$ cat src/design/assert_macros.svh
// Assertion macros used by the parser RTL.
`ifndef ASSERT_MACROS_SVH
`define ASSERT_MACROS_SVH

// Same-cycle implication, checked outside reset.
`define CSVP_ASSERT_IMPL(label, clk, rst, ante, cons) \
   label: assert property (@(posedge clk) disable iff (rst) (ante) |-> (cons)) \
      else $error("csvp assertion failed");

// Next-cycle implication, checked outside reset.
`define CSVP_ASSERT_NEXT(label, clk, rst, ante, cons) \
   label: assert property (@(posedge clk) disable iff (rst) (ante) |=> (cons)) \
      else $error("csvp assertion failed");

`endif

$ cat src/design/csvp_pkg.sv
// Types and constants of the CSV byte stream parser.
package csvp_pkg;

   localparam logic [7:0] CH_QUOTE      = 8'd34;
   localparam logic [7:0] CH_LF         = 8'd10;
   localparam logic [7:0] CH_CR         = 8'd13;
   localparam logic [7:0] DEFAULT_DELIM = 8'd44;

   // most tokens one byte can cause
   localparam int RUN_MAX     = 4;
   localparam int RUN_IDX_W   = $clog2(RUN_MAX);
   localparam int RUN_CNT_W   = $clog2(RUN_MAX + 1);
   localparam int QUEUE_DEPTH = 4;

   localparam int REG_DELIMITER = 0;

   typedef enum logic [1:0] {
      TK_BYTE  = 2'd0,
      TK_FIELD = 2'd1,
      TK_ROW   = 2'd2,
      TK_DONE  = 2'd3
   } tok_kind_type;

   // all tokens caused by one input byte
   typedef struct packed {
      logic [RUN_CNT_W-1:0]          count;
      logic [RUN_MAX-1:0][1:0]       kind;
      logic [RUN_MAX-1:0][7:0]       data;
   } tok_entry_type;

   typedef struct packed {
      logic empty;
      logic full;
   } queue_status_type;

endpackage

$ cat src/design/csvp_front.sv
// Front end: classifies each byte, tracks parse state, builds its token run.
module csvp_front (
   input  logic                   clock,
   input  logic                   reset,
   input  logic [7:0]             delimiter,
   input  logic                   accept,
   input  logic [7:0]             in_byte,
   input  logic                   end_of_data,
   output logic                   push,
   output csvp_pkg::tok_entry_type entry
);
   import csvp_pkg::*;

   logic quoted_ff, quoted_in;
   logic quote_held_ff, quote_held_in;
   logic skip_lf_ff, skip_lf_in;
   logic field_ne_ff, field_ne_in;
   logic row_fields_ff, row_fields_in;
   logic row_held_ff, row_held_in;

   logic         do_plain;
   logic         do_emit;
   logic         do_row_end;
   tok_kind_type emit_kind;
   logic [7:0]   emit_byte;
   tok_entry_type ent;

   always_comb begin
      quoted_in     = quoted_ff;
      quote_held_in = quote_held_ff;
      skip_lf_in    = 1'b0;
      field_ne_in   = field_ne_ff;
      row_fields_in = row_fields_ff;
      row_held_in   = row_held_ff;
      do_plain      = 1'b0;
      do_emit       = 1'b0;
      do_row_end    = 1'b0;
      emit_kind     = TK_BYTE;
      emit_byte     = in_byte;
      ent           = '0;

      if (quoted_ff) begin
         if (quote_held_ff) begin
            quote_held_in = 1'b0;
            if (in_byte == CH_QUOTE) begin
               do_emit     = 1'b1;
               field_ne_in = 1'b1;
            end else begin
               quoted_in = 1'b0;
               do_plain  = 1'b1;
            end
         end else if (in_byte == CH_QUOTE) begin
            quote_held_in = 1'b1;
         end else begin
            do_emit     = 1'b1;
            field_ne_in = 1'b1;
         end
      end else if (!(skip_lf_ff && in_byte == CH_LF)) begin
         do_plain = 1'b1;
      end

      // unquoted meaning; quote wins over delimiter, delimiter over line breaks
      if (do_plain) begin
         if (in_byte == CH_QUOTE) begin
            quoted_in = 1'b1;
         end else if (in_byte == delimiter) begin
            do_emit       = 1'b1;
            emit_kind     = TK_FIELD;
            emit_byte     = 8'd0;
            row_fields_in = 1'b1;
            field_ne_in   = 1'b0;
         end else if (in_byte == CH_LF || in_byte == CH_CR) begin
            do_row_end = 1'b1;
            skip_lf_in = (in_byte == CH_CR);
         end else begin
            do_emit     = 1'b1;
            field_ne_in = 1'b1;
         end
      end

      if (do_emit) begin
         if (row_held_in) begin
            ent.kind[ent.count[RUN_IDX_W-1:0]] = TK_ROW;
            ent.count = ent.count + RUN_CNT_W'(1);
            row_held_in = 1'b0;
         end
         ent.kind[ent.count[RUN_IDX_W-1:0]] = emit_kind;
         ent.data[ent.count[RUN_IDX_W-1:0]] = emit_byte;
         ent.count = ent.count + RUN_CNT_W'(1);
      end

      if (do_row_end) begin
         // a row with one empty field waits until more output shows up
         if (!row_fields_in && !field_ne_in) begin
            if (row_held_in) begin
               ent.kind[ent.count[RUN_IDX_W-1:0]] = TK_ROW;
               ent.count = ent.count + RUN_CNT_W'(1);
            end
            row_held_in = 1'b1;
         end else begin
            if (row_held_in) begin
               ent.kind[ent.count[RUN_IDX_W-1:0]] = TK_ROW;
               ent.count = ent.count + RUN_CNT_W'(1);
               row_held_in = 1'b0;
            end
            ent.kind[ent.count[RUN_IDX_W-1:0]] = TK_ROW;
            ent.count = ent.count + RUN_CNT_W'(1);
         end
         row_fields_in = 1'b0;
         field_ne_in   = 1'b0;
      end

      if (end_of_data) begin
         if (quote_held_in) begin
            quote_held_in = 1'b0;
            quoted_in     = 1'b0;
         end
         if (field_ne_in || row_fields_in || quoted_in) begin
            if (!row_fields_in && !field_ne_in) begin
               if (row_held_in) begin
                  ent.kind[ent.count[RUN_IDX_W-1:0]] = TK_ROW;
                  ent.count = ent.count + RUN_CNT_W'(1);
               end
            end else begin
               if (row_held_in) begin
                  ent.kind[ent.count[RUN_IDX_W-1:0]] = TK_ROW;
                  ent.count = ent.count + RUN_CNT_W'(1);
               end
               ent.kind[ent.count[RUN_IDX_W-1:0]] = TK_ROW;
               ent.count = ent.count + RUN_CNT_W'(1);
            end
         end
         ent.kind[ent.count[RUN_IDX_W-1:0]] = TK_DONE;
         ent.count     = ent.count + RUN_CNT_W'(1);
         quoted_in     = 1'b0;
         quote_held_in = 1'b0;
         skip_lf_in    = 1'b0;
         field_ne_in   = 1'b0;
         row_fields_in = 1'b0;
         row_held_in   = 1'b0;
      end
   end

   always_ff @(posedge clock) begin
      if (reset) begin
         quoted_ff     <= 1'b0;
         quote_held_ff <= 1'b0;
         skip_lf_ff    <= 1'b0;
         field_ne_ff   <= 1'b0;
         row_fields_ff <= 1'b0;
         row_held_ff   <= 1'b0;
      end else if (accept) begin
         quoted_ff     <= quoted_in;
         quote_held_ff <= quote_held_in;
         skip_lf_ff    <= skip_lf_in;
         field_ne_ff   <= field_ne_in;
         row_fields_ff <= row_fields_in;
         row_held_ff   <= row_held_in;
      end
   end

   assign push  = accept && (ent.count != '0);
   assign entry = ent;

endmodule

$ cat src/design/csvp_queue.sv
// Short queue of token runs between the front and back ends.
module csvp_queue #(
   parameter int DEPTH = csvp_pkg::QUEUE_DEPTH
) (
   input  logic                      clock,
   input  logic                      reset,
   input  logic                      push,
   input  csvp_pkg::tok_entry_type   push_entry,
   input  logic                      pop,
   output csvp_pkg::tok_entry_type   head,
   output csvp_pkg::queue_status_type status
);
   import csvp_pkg::*;

   localparam int PTR_W = (DEPTH > 1) ? $clog2(DEPTH) : 1;
   localparam int CNT_W = $clog2(DEPTH + 1);

   tok_entry_type slot_ff [DEPTH];

   logic [PTR_W-1:0] wr_ptr_ff, wr_ptr_in;
   logic [PTR_W-1:0] rd_ptr_ff, rd_ptr_in;
   logic [CNT_W-1:0] count_ff, count_in;

   logic do_push;
   logic do_pop;

   assign do_push = push && (count_ff != CNT_W'(DEPTH));
   assign do_pop  = pop && (count_ff != '0);

   always_comb begin
      wr_ptr_in = wr_ptr_ff;
      rd_ptr_in = rd_ptr_ff;
      count_in  = count_ff;
      if (do_push) begin
         wr_ptr_in = (wr_ptr_ff == PTR_W'(DEPTH - 1)) ? '0 : wr_ptr_ff + PTR_W'(1);
      end
      if (do_pop) begin
         rd_ptr_in = (rd_ptr_ff == PTR_W'(DEPTH - 1)) ? '0 : rd_ptr_ff + PTR_W'(1);
      end
      if (do_push && !do_pop) begin
         count_in = count_ff + CNT_W'(1);
      end else if (do_pop && !do_push) begin
         count_in = count_ff - CNT_W'(1);
      end
   end

   always_ff @(posedge clock) begin
      if (reset) begin
         wr_ptr_ff <= '0;
         rd_ptr_ff <= '0;
         count_ff  <= '0;
      end else begin
         wr_ptr_ff <= wr_ptr_in;
         rd_ptr_ff <= rd_ptr_in;
         count_ff  <= count_in;
      end
   end

   always_ff @(posedge clock) begin
      if (do_push) begin
         slot_ff[wr_ptr_ff] <= push_entry;
      end
   end

   assign head         = slot_ff[rd_ptr_ff];
   assign status.empty = (count_ff == '0);
   assign status.full  = (count_ff == CNT_W'(DEPTH));

endmodule

$ cat src/design/csvp_back.sv
// Back end: walks each token run and drives the registered result channel.
module csvp_back (
   input  logic                       clock,
   input  logic                       reset,
   input  csvp_pkg::tok_entry_type    head,
   input  csvp_pkg::queue_status_type status,
   output logic                       pop,
   output logic                       rsp_valid,
   input  logic                       rsp_stall,
   output logic [1:0]                 rsp_token_kind,
   output logic [7:0]                 rsp_out_byte,
   output logic                       rsp_last_of_run
);
   import csvp_pkg::*;

   logic [RUN_IDX_W-1:0] idx_ff, idx_in;
   logic                 valid_ff, valid_in;
   logic [1:0]           kind_ff;
   logic [7:0]           data_ff;
   logic                 last_ff;

   logic load;
   logic at_last;

   assign load    = !valid_ff || !rsp_stall;
   assign at_last = ((RUN_CNT_W'(idx_ff) + RUN_CNT_W'(1)) == head.count);
   assign pop     = load && !status.empty && at_last;

   always_comb begin
      valid_in = valid_ff;
      idx_in   = idx_ff;
      if (load) begin
         valid_in = !status.empty;
         if (!status.empty) begin
            idx_in = at_last ? '0 : idx_ff + RUN_IDX_W'(1);
         end
      end
   end

   always_ff @(posedge clock) begin
      if (reset) begin
         valid_ff <= 1'b0;
         idx_ff   <= '0;
      end else begin
         valid_ff <= valid_in;
         idx_ff   <= idx_in;
      end
   end

   always_ff @(posedge clock) begin
      if (load && !status.empty) begin
         kind_ff <= head.kind[idx_ff];
         data_ff <= head.data[idx_ff];
         last_ff <= at_last;
      end
   end

   assign rsp_valid       = valid_ff;
   assign rsp_token_kind  = kind_ff;
   assign rsp_out_byte    = data_ff;
   assign rsp_last_of_run = last_ff;

endmodule

$ cat src/design/csv_byte_stream_parser_core.sv
// CSV byte stream parser top level: CSR, front end, run queue, back end.
// The first token of a byte is written into a run queue slot, then into the result register.
// Throughput: one byte per cycle unless the run queue is full; the tokens of a byte leave
// one at a time through the single result register; the run queue absorbs QUEUE_DEPTH runs.
// Reset (synchronous, active high) clears parse state and queue, delimiter to comma.
`include "assert_macros.svh"

module csv_byte_stream_parser_core #(
   parameter int QUEUE_DEPTH = csvp_pkg::QUEUE_DEPTH
) (
   input  logic        clock,
   input  logic        reset,

   input  logic        req_valid,
   output logic        req_stall,
   input  logic [7:0]  req_in_byte,
   input  logic        req_end_of_data,

   output logic        rsp_valid,
   input  logic        rsp_stall,
   output logic [1:0]  rsp_token_kind,
   output logic [7:0]  rsp_out_byte,
   output logic        rsp_last_of_run,

   input  logic        csr_psel,
   input  logic        csr_penable,
   input  logic        csr_pwrite,
   input  logic [2:0]  csr_paddr,
   input  logic [31:0] csr_pwdata,
   output logic [31:0] csr_prdata,
   output logic        csr_pready
);
   import csvp_pkg::*;

   logic [7:0]        delim_ff;
   logic              req_accept;
   logic              push;
   logic              pop;
   tok_entry_type     push_entry;
   tok_entry_type     head;
   queue_status_type  q_status;

   assign csr_pready = 1'b1;
   assign csr_prdata = (csr_paddr[2] == 1'(REG_DELIMITER)) ? {24'd0, delim_ff} : 32'd0;

   always_ff @(posedge clock) begin
      if (reset) begin
         delim_ff <= DEFAULT_DELIM;
      end else if (csr_psel && csr_penable && csr_pwrite
                   && csr_paddr[2] == 1'(REG_DELIMITER)) begin
         delim_ff <= csr_pwdata[7:0];
      end
   end

   assign req_stall  = q_status.full;
   assign req_accept = req_valid && !req_stall;

   csvp_front u_front (
      .clock       (clock),
      .reset       (reset),
      .delimiter   (delim_ff),
      .accept      (req_accept),
      .in_byte     (req_in_byte),
      .end_of_data (req_end_of_data),
      .push        (push),
      .entry       (push_entry)
   );

   csvp_queue #(
      .DEPTH (QUEUE_DEPTH)
   ) u_queue (
      .clock      (clock),
      .reset      (reset),
      .push       (push),
      .push_entry (push_entry),
      .pop        (pop),
      .head       (head),
      .status     (q_status)
   );

   csvp_back u_back (
      .clock           (clock),
      .reset           (reset),
      .head            (head),
      .status          (q_status),
      .pop             (pop),
      .rsp_valid       (rsp_valid),
      .rsp_stall       (rsp_stall),
      .rsp_token_kind  (rsp_token_kind),
      .rsp_out_byte    (rsp_out_byte),
      .rsp_last_of_run (rsp_last_of_run)
   );

   // the done token always closes its run
   `CSVP_ASSERT_IMPL(a_done_is_last, clock, reset,
      rsp_valid && rsp_token_kind == TK_DONE, rsp_last_of_run)
   // only content bytes carry data
   `CSVP_ASSERT_IMPL(a_byte_only_content, clock, reset,
      rsp_valid && rsp_token_kind != TK_BYTE, rsp_out_byte == 8'd0)
   // a run is queued whole, so its tokens leave without gaps
   `CSVP_ASSERT_NEXT(a_run_no_gap, clock, reset,
      rsp_valid && !rsp_stall && !rsp_last_of_run, rsp_valid)

endmodule
$ cat config.mk
export PLATFORM = sky130hd
export DESIGN_NAME = csv_byte_stream_parser_core
export DESIGN_NICKNAME = d
export VERILOG_FILES = /design/src/design/csvp_pkg.sv /design/src/design/csvp_front.sv /design/src/design/csvp_queue.sv /design/src/design/csvp_back.sv /design/src/design/csv_byte_stream_parser_core.sv
export VERILOG_INCLUDE_DIRS = /design/src /design/src/design
export SDC_FILE = /design/constraint.sdc
export NUM_CORES = 1
export LEC_CHECK = 0
export BUFFER_PORTS_ARGS = -buffer_cell sky130_fd_sc_hd__buf_4
export CAP_MARGIN = 20
export CORE_MARGIN = 5
export CORE_UTILIZATION = 50
export DETAILED_ROUTE_END_ITERATION = 8
export PLACE_DENSITY = 0.8
export SKIP_LAST_GASP = 1
export SYNTH_ARGS = -nofsm -noshare
export SYNTH_HDL_FRONTEND = slang
export SYNTH_SLANG_ARGS = --single-unit
$ cat constraint.sdc
create_clock -name clock -period 10.65 [get_ports clock]
set_input_delay 3.195 -clock clock [delete_from_list [all_inputs] [get_ports clock]]
set_output_delay 3.195 -clock clock [all_outputs]
set_load 0.03 [all_outputs]
# Word level (Yosys, flattened, before mapping)
# Memory sizes are Yosys's and may differ from the RTL's. A register that Yosys moved wholly into a read port is not among the register bits.
# Index checks and enable logic that the tools add are counted.
classes:
  div_mod_pow: 0
  n_mul: 0
  reduce_logical: 39
  n_bitwise: 16
  muxes: 102
  add_sub_neg: 12
  eq_ne: 9
  magnitude_cmp: 13
  shifts: 0
ops:
  columns: ["operator", "n"]
  rows:
  - ["$mux 11", 13]
  - ["$mux 1", 53]
  - ["$mux 8", 6]
  - ["$mux 43", 1]
  - ["$and 32x32->32", 1]
  - ["$mux 2", 16]
  - ["$demux 2 s2", 6]
  - ["$add 3x1->3 const B", 7]
  - ["$lt 2x3->1 const B", 7]
  - ["$logic_and 1x1->1", 20]
  - ["$and 4x4->4", 4]
  - ["$bmux 8 s2", 1]
  - ["$demux 8 s2", 1]
  - ["$eq 8x4->1 const B", 2]
  - ["$not 4->4", 4]
  - ["$or 4x4->4", 4]
  - ["$ge 2x1->1 const B", 6]
  - ["$logic_not 1->1", 10]
  - ["$mux 3", 3]
  - ["$bwmux 8", 1]
  - ["$eq 8x6->1 const B", 1]
  - ["$eq 8x8->1", 1]
  - ["$or 8x8->8", 1]
  - ["$add 2x1->2 const B", 3]
  - ["13 further kinds", 19]
totals:
  in_bits: 51
  mem_bits_ro: 0
  ram_bits: 172
  ff_bits: 35
  memories: 1
  latchBits: 0
memory_table:
  columns: ["memory", "depth", "word_bits", "rd", "rd_clocked_by_memory_dff", "write_ports", "line", "text"]
  rows:
  - ["u_queue.slot_ff", 4, 43, 1, 1, 1, "csvp_queue.sv:18", "tok_entry_type slot_ff [DEPTH];"]

# Logic depth before layout (Yosys ltp)
logic_depth:
  word_depth: 64
  mapped_depth: 25

# Hierarchy
# A second synthesis with hierarchy kept.
hier_totals:
  hier_cells: 647
  hier_area_um2: 9875.7
by_module_without_submodules:
  columns: ["module", "area_per_inst_um2", "n_inst", "seq_area_each_um2", "cells_each"]
  rows:
  - ["csvp_queue", 6685.2, 1, 5345.1, 275]
  - ["csvp_front", 1820.5, 1, 120.1, 259]
  - ["csvp_back", 748.2, 1, 390.4, 42]
  - ["csv_byte_stream_parser_core", 621.8, 1, 160.2, 71]

# Worst setup path before layout
# Ideal clock, no wire load.
synth_path:
  path_kind: "input-to-reg"
  startpoint: "input port req_in_byte[2]"
  endpoint: "register u_queue.count_ff[2]"
  path_buffers: 0
  stages: 25
  arrival_ns: 8.948
  setup_ns: 0.071
  path_slack_ns: 1.631
  cell_sequence: "or4_1 -> or3_4 -> ha_1 -> nand2b_1 -> nand4_1 -> nand3_1 -> inv_1 -> ha_1 -> xnor2_1 -> o21ai_0 -> ha_1 -> mux2i_1 -> ha_1 -> mux2i_1 -> ha_1 -> nor2_1 -> mux2_4 -> xor2_2 -> o31a_4 -> ha_1 -> inv_1 -> fa_1 -> xor2_1 -> or3_1 -> a21oi_1"
synth_lines:
  columns: ["item", "line", "text"]
  rows:
  - ["start, declared", "csv_byte_stream_parser_core.sv:16", "input logic [7:0] req_in_byte,"]
  - ["end signal, assigned", "csvp_queue.sv:55", "count_ff <= count_in;"]
  - ["end, declared", "csvp_queue.sv:22", "logic [CNT_W-1:0] count_ff, count_in;"]

==> flow_summary.yaml <==
critical_path:
  critical_path.startpoint: "req_in_byte[2]"
  r2r_slack_ns: 4.04
  crit_path_end_kind: "register"
  cp-start-kind: "input port"
  r2r-end: "u_queue.count_ff[2]"
  crit_end: "u_queue.count_ff[2]"
  cp_max_fo: 8
  path_class: "input port to register"
  required_ns: 11.00
  cp.arrival_ns: 10.20
  rr_worst_depth: 23
  r2r-start: "delim_ff[6]"
cts:
  cts_setup_buffers: 0
  cts_hold_buf: 0
  cts-root-buf: "clkbuf_16"
  cts_buffers: 17
  clkTransAtPathRegs_ns: 0.06
  cts_max_path_buffers: 2
  cts_max_level: 4
  cts_resized: 0
  clkSinkCount: 145
  cts_tree: "done"
  clock_latency_ns: 0.43
detailed_routing:
  dr.pass1.iters: 5
  antenna_left: 0
  routed_via_density: 5.79
  drtIter0Drc: 376
  wl_microns: 15500
  drc: 0
  wire_per_inst_microns: 19.6
  vias: 4599
sta:
  setup_tns_ns: 0
  rsz0062_at_grt: "no"
  drv_slew: 0
  setup_ws_ns: 0.805
  max-slew-margin-rel: 0.365
  fmaxAchievable_mhz: 102
  final.min_clock_period_ns: 9.84
  fin_crit_sh: 0.924
  fin_worst_skew_ns: 0.0114
  finalHoldViolCount: 0
  setup_violations: 0
  tightest_slew_ns: 0.953
synthesis:
  ys_top_cells_by_count: "119 x edfxtp_1, 42 x nand2_1, 30 x nor2_1, 29 x mux4_2, 28 x ha_1"
  ys_types: 76
  seq_area_frac_synth: 0.561
  yosys_warnings: 0
  synth_edf_count: 119
  yosysTopAreaCell: "edfxtp_1"
  yosysTopAreaCellShare: 0.490
  netlist_instances: 547
  mappedNetlistArea_sq_um: 7300
  synth_most_common_cell: "edfxtp_1"
  avgSynthCellArea_sq_um: 13.3
  synth_area_leaders: "edfxtp_1 49%, mux4_2 9.0%, dfxtp_1 7.1%"
  synthFlopType: "edfxtp_1"
  synth-seq-cells: 145
  synthArstFlopShare: 0
flow_run:
  max-cap-violations: 0
outcome:
  status: "finished clean"
layout:
  fill_cells: 1114
  drive_above_1_share: 0.218
  fin_nets: 677
  area_growth_pct: 14.5
  num_antenna_cells: 0
die:
  dieArea_sq_um: 17100
  num_rows: 44
  coreArea_sq_um: 14400
  fp.dieW_microns: 131
  dieHeight_microns: 131
  num_io_pins: 97
  initial_core_util: 0.506
place:
  io_buffers: 45
  place.gp.congestion: 0.889
  dp_hpwl_microns: 10800
  dp_slack_ns: 0.414
grt:
  antenna_found_initial: 0
  overflow: 0
  grt_pass1_wl_microns: 24700
  grt_max_degree: 28
  grt_pass1_vias: 4607
  grt_use_total: 0.191
power_and_ir_drop:
  ir_drop_v: 0.000142
  power_density_nw_per_um2: 227
  power_leakage_nw: 3.06
min_path:
  hp-class: "register to register"
layer usage:
| layer | global-route usage | up-vias | wire length, microns | share of wire |
|---|---|---|---|---|
| met5 | 0 | - | 0 | 0 |
| met2 | 0.322 | 169 | 7880 | 0.51 |
| met4 | 0.0768 | 0 | 270 | 0.017 |
| met1 | 0.242 | 2300 | 6490 | 0.42 |
| li1 | - | 2105 | - | - |
| met3 | 0.0411 | 25 | 882 | 0.057 |
placed cells by master, fill, tap and decap left out, types with 4 or more instances in the layout:
cell type / n
and2_1: 20
edfxtp_1: 119
buf_4: 51
ha_1: 28
a21oi_1: 25
mux4_2: 29
bufinv_16: 4
xor2_1: 13
mux2i_1: 15
nand2_1: 42
nand3_1: 10
xnor2_1: 5
clkbuf_16: 17
nor2_1: 30
and3_1: 6
dfxtp_1: 25
inv_1: 19
nor2b_1: 11
o211ai_1: 6
nand2b_1: 4
o21ai_0: 12
nor3_1: 9
conb_1: 25
cell type report:
type | count | area [sq um] | area share
well taps | 184 | 230 | 0.0276
flip-flops and latches | 145 | 4100 | 0.490
repair buffers | 51 | 383 | 0.0458
clock inverters | 11 | 163 | 0.0195
multi-input cells | 362 | 2960 | 0.354
inverters | 20 | 75.1 | 0.00899
clock buffers | 21 | 450 | 0.0539
stage by stage:
step / cell area [sq um] / power [mW] / cells / hold slack [ns] / util
2_1_floorplan: 7380 / 1.16 / 570 / 0.456 / -
3_3_place_gp: 7740 / 1.27 / 762 / 0.456 / 0.537
3_5_place_dp: 7740 / 1.29 / 762 / 0.474 / 0.537
4_1_cts: 8350 / 1.91 / 794 / 0.484 / 0.579
5_1_grt: 8350 / 1.98 / 794 / 0.513 / 0.579
6_report: 8350 / 1.89 / 794 / 0.485 / 0.579
registers in the layout, indices dropped and copies added, names as in the netlist, 2 cells and up, named ones only:
signal,flops
u_queue.rd_ptr_ff,2
u_back.idx_ff,2
u_back.rsp_out_byte,8
delim_ff,8
u_queue.count_ff,3
u_back.rsp_token_kind,2
u_queue.slot_ff,108
u_queue.wr_ptr_ff,2
worst max-delay path, cell delays in order:
cell	delay [ns]
buf_4	0.15
or4_1	0.57
or3_4	0.39
ha_1	0.24
nand2b_1	0.26
nand4_1	0.33
nand3_1	0.35
inv_1	0.17
ha_1	0.34
xnor2_1	0.17
o21ai_0	0.43
ha_1	0.32
mux2i_1	0.29
ha_1	0.32
mux2i_1	0.22
ha_1	0.25
and2_1	0.24
mux2_4	0.21
xor2_2	0.26
o31a_4	0.23
ha_1	0.19
inv_1	0.07
fa_1	0.38
xor2_1	0.18
or3_1	0.32
a21oi_1	0.14
worst min-delay path by stage:
stage / cells after the start / slack [ns] / startpoint / to
2_1_floorplan: 2 / 0.46 / delim_ff[4] / delim_ff[4]
3_3_place_gp: 2 / 0.46 / u_back.rsp_valid / u_back.rsp_valid
3_5_place_dp: 2 / 0.47 / delim_ff[1] / delim_ff[1]
4_1_cts: 2 / 0.48 / delim_ff[1] / delim_ff[1]
5_1_grt: 2 / 0.51 / delim_ff[3] / delim_ff[3]
6_report: 2 / 0.48 / delim_ff[1] / delim_ff[1]
power by group:
| group | total, mW | internal, mW | switching [mW] | leakage (nW) |
|---|---|---|---|---|
| sequential | 0.823 | 0.745 | 0.0778 | 1.31 |
| combinational | 0.453 | 0.202 | 0.251 | 1.46 |
| clock | 0.617 | 0.396 | 0.221 | 0.294 |
cell families after synthesis:
family,after synthesis,synth area share
AND/OR/NAND/NOR,163,0.124
flip-flops,145,0.561
AO/OA/AOI/OAI,78,0.0765
buffers and inverters,63,0.0456
multiplexers,48,0.117
adder cells (fa/ha/maj),29,0.0508
XOR/XNOR,19,0.0238
other,2,0.00103
Note: power is estimated with default switching activity, not from simulation.
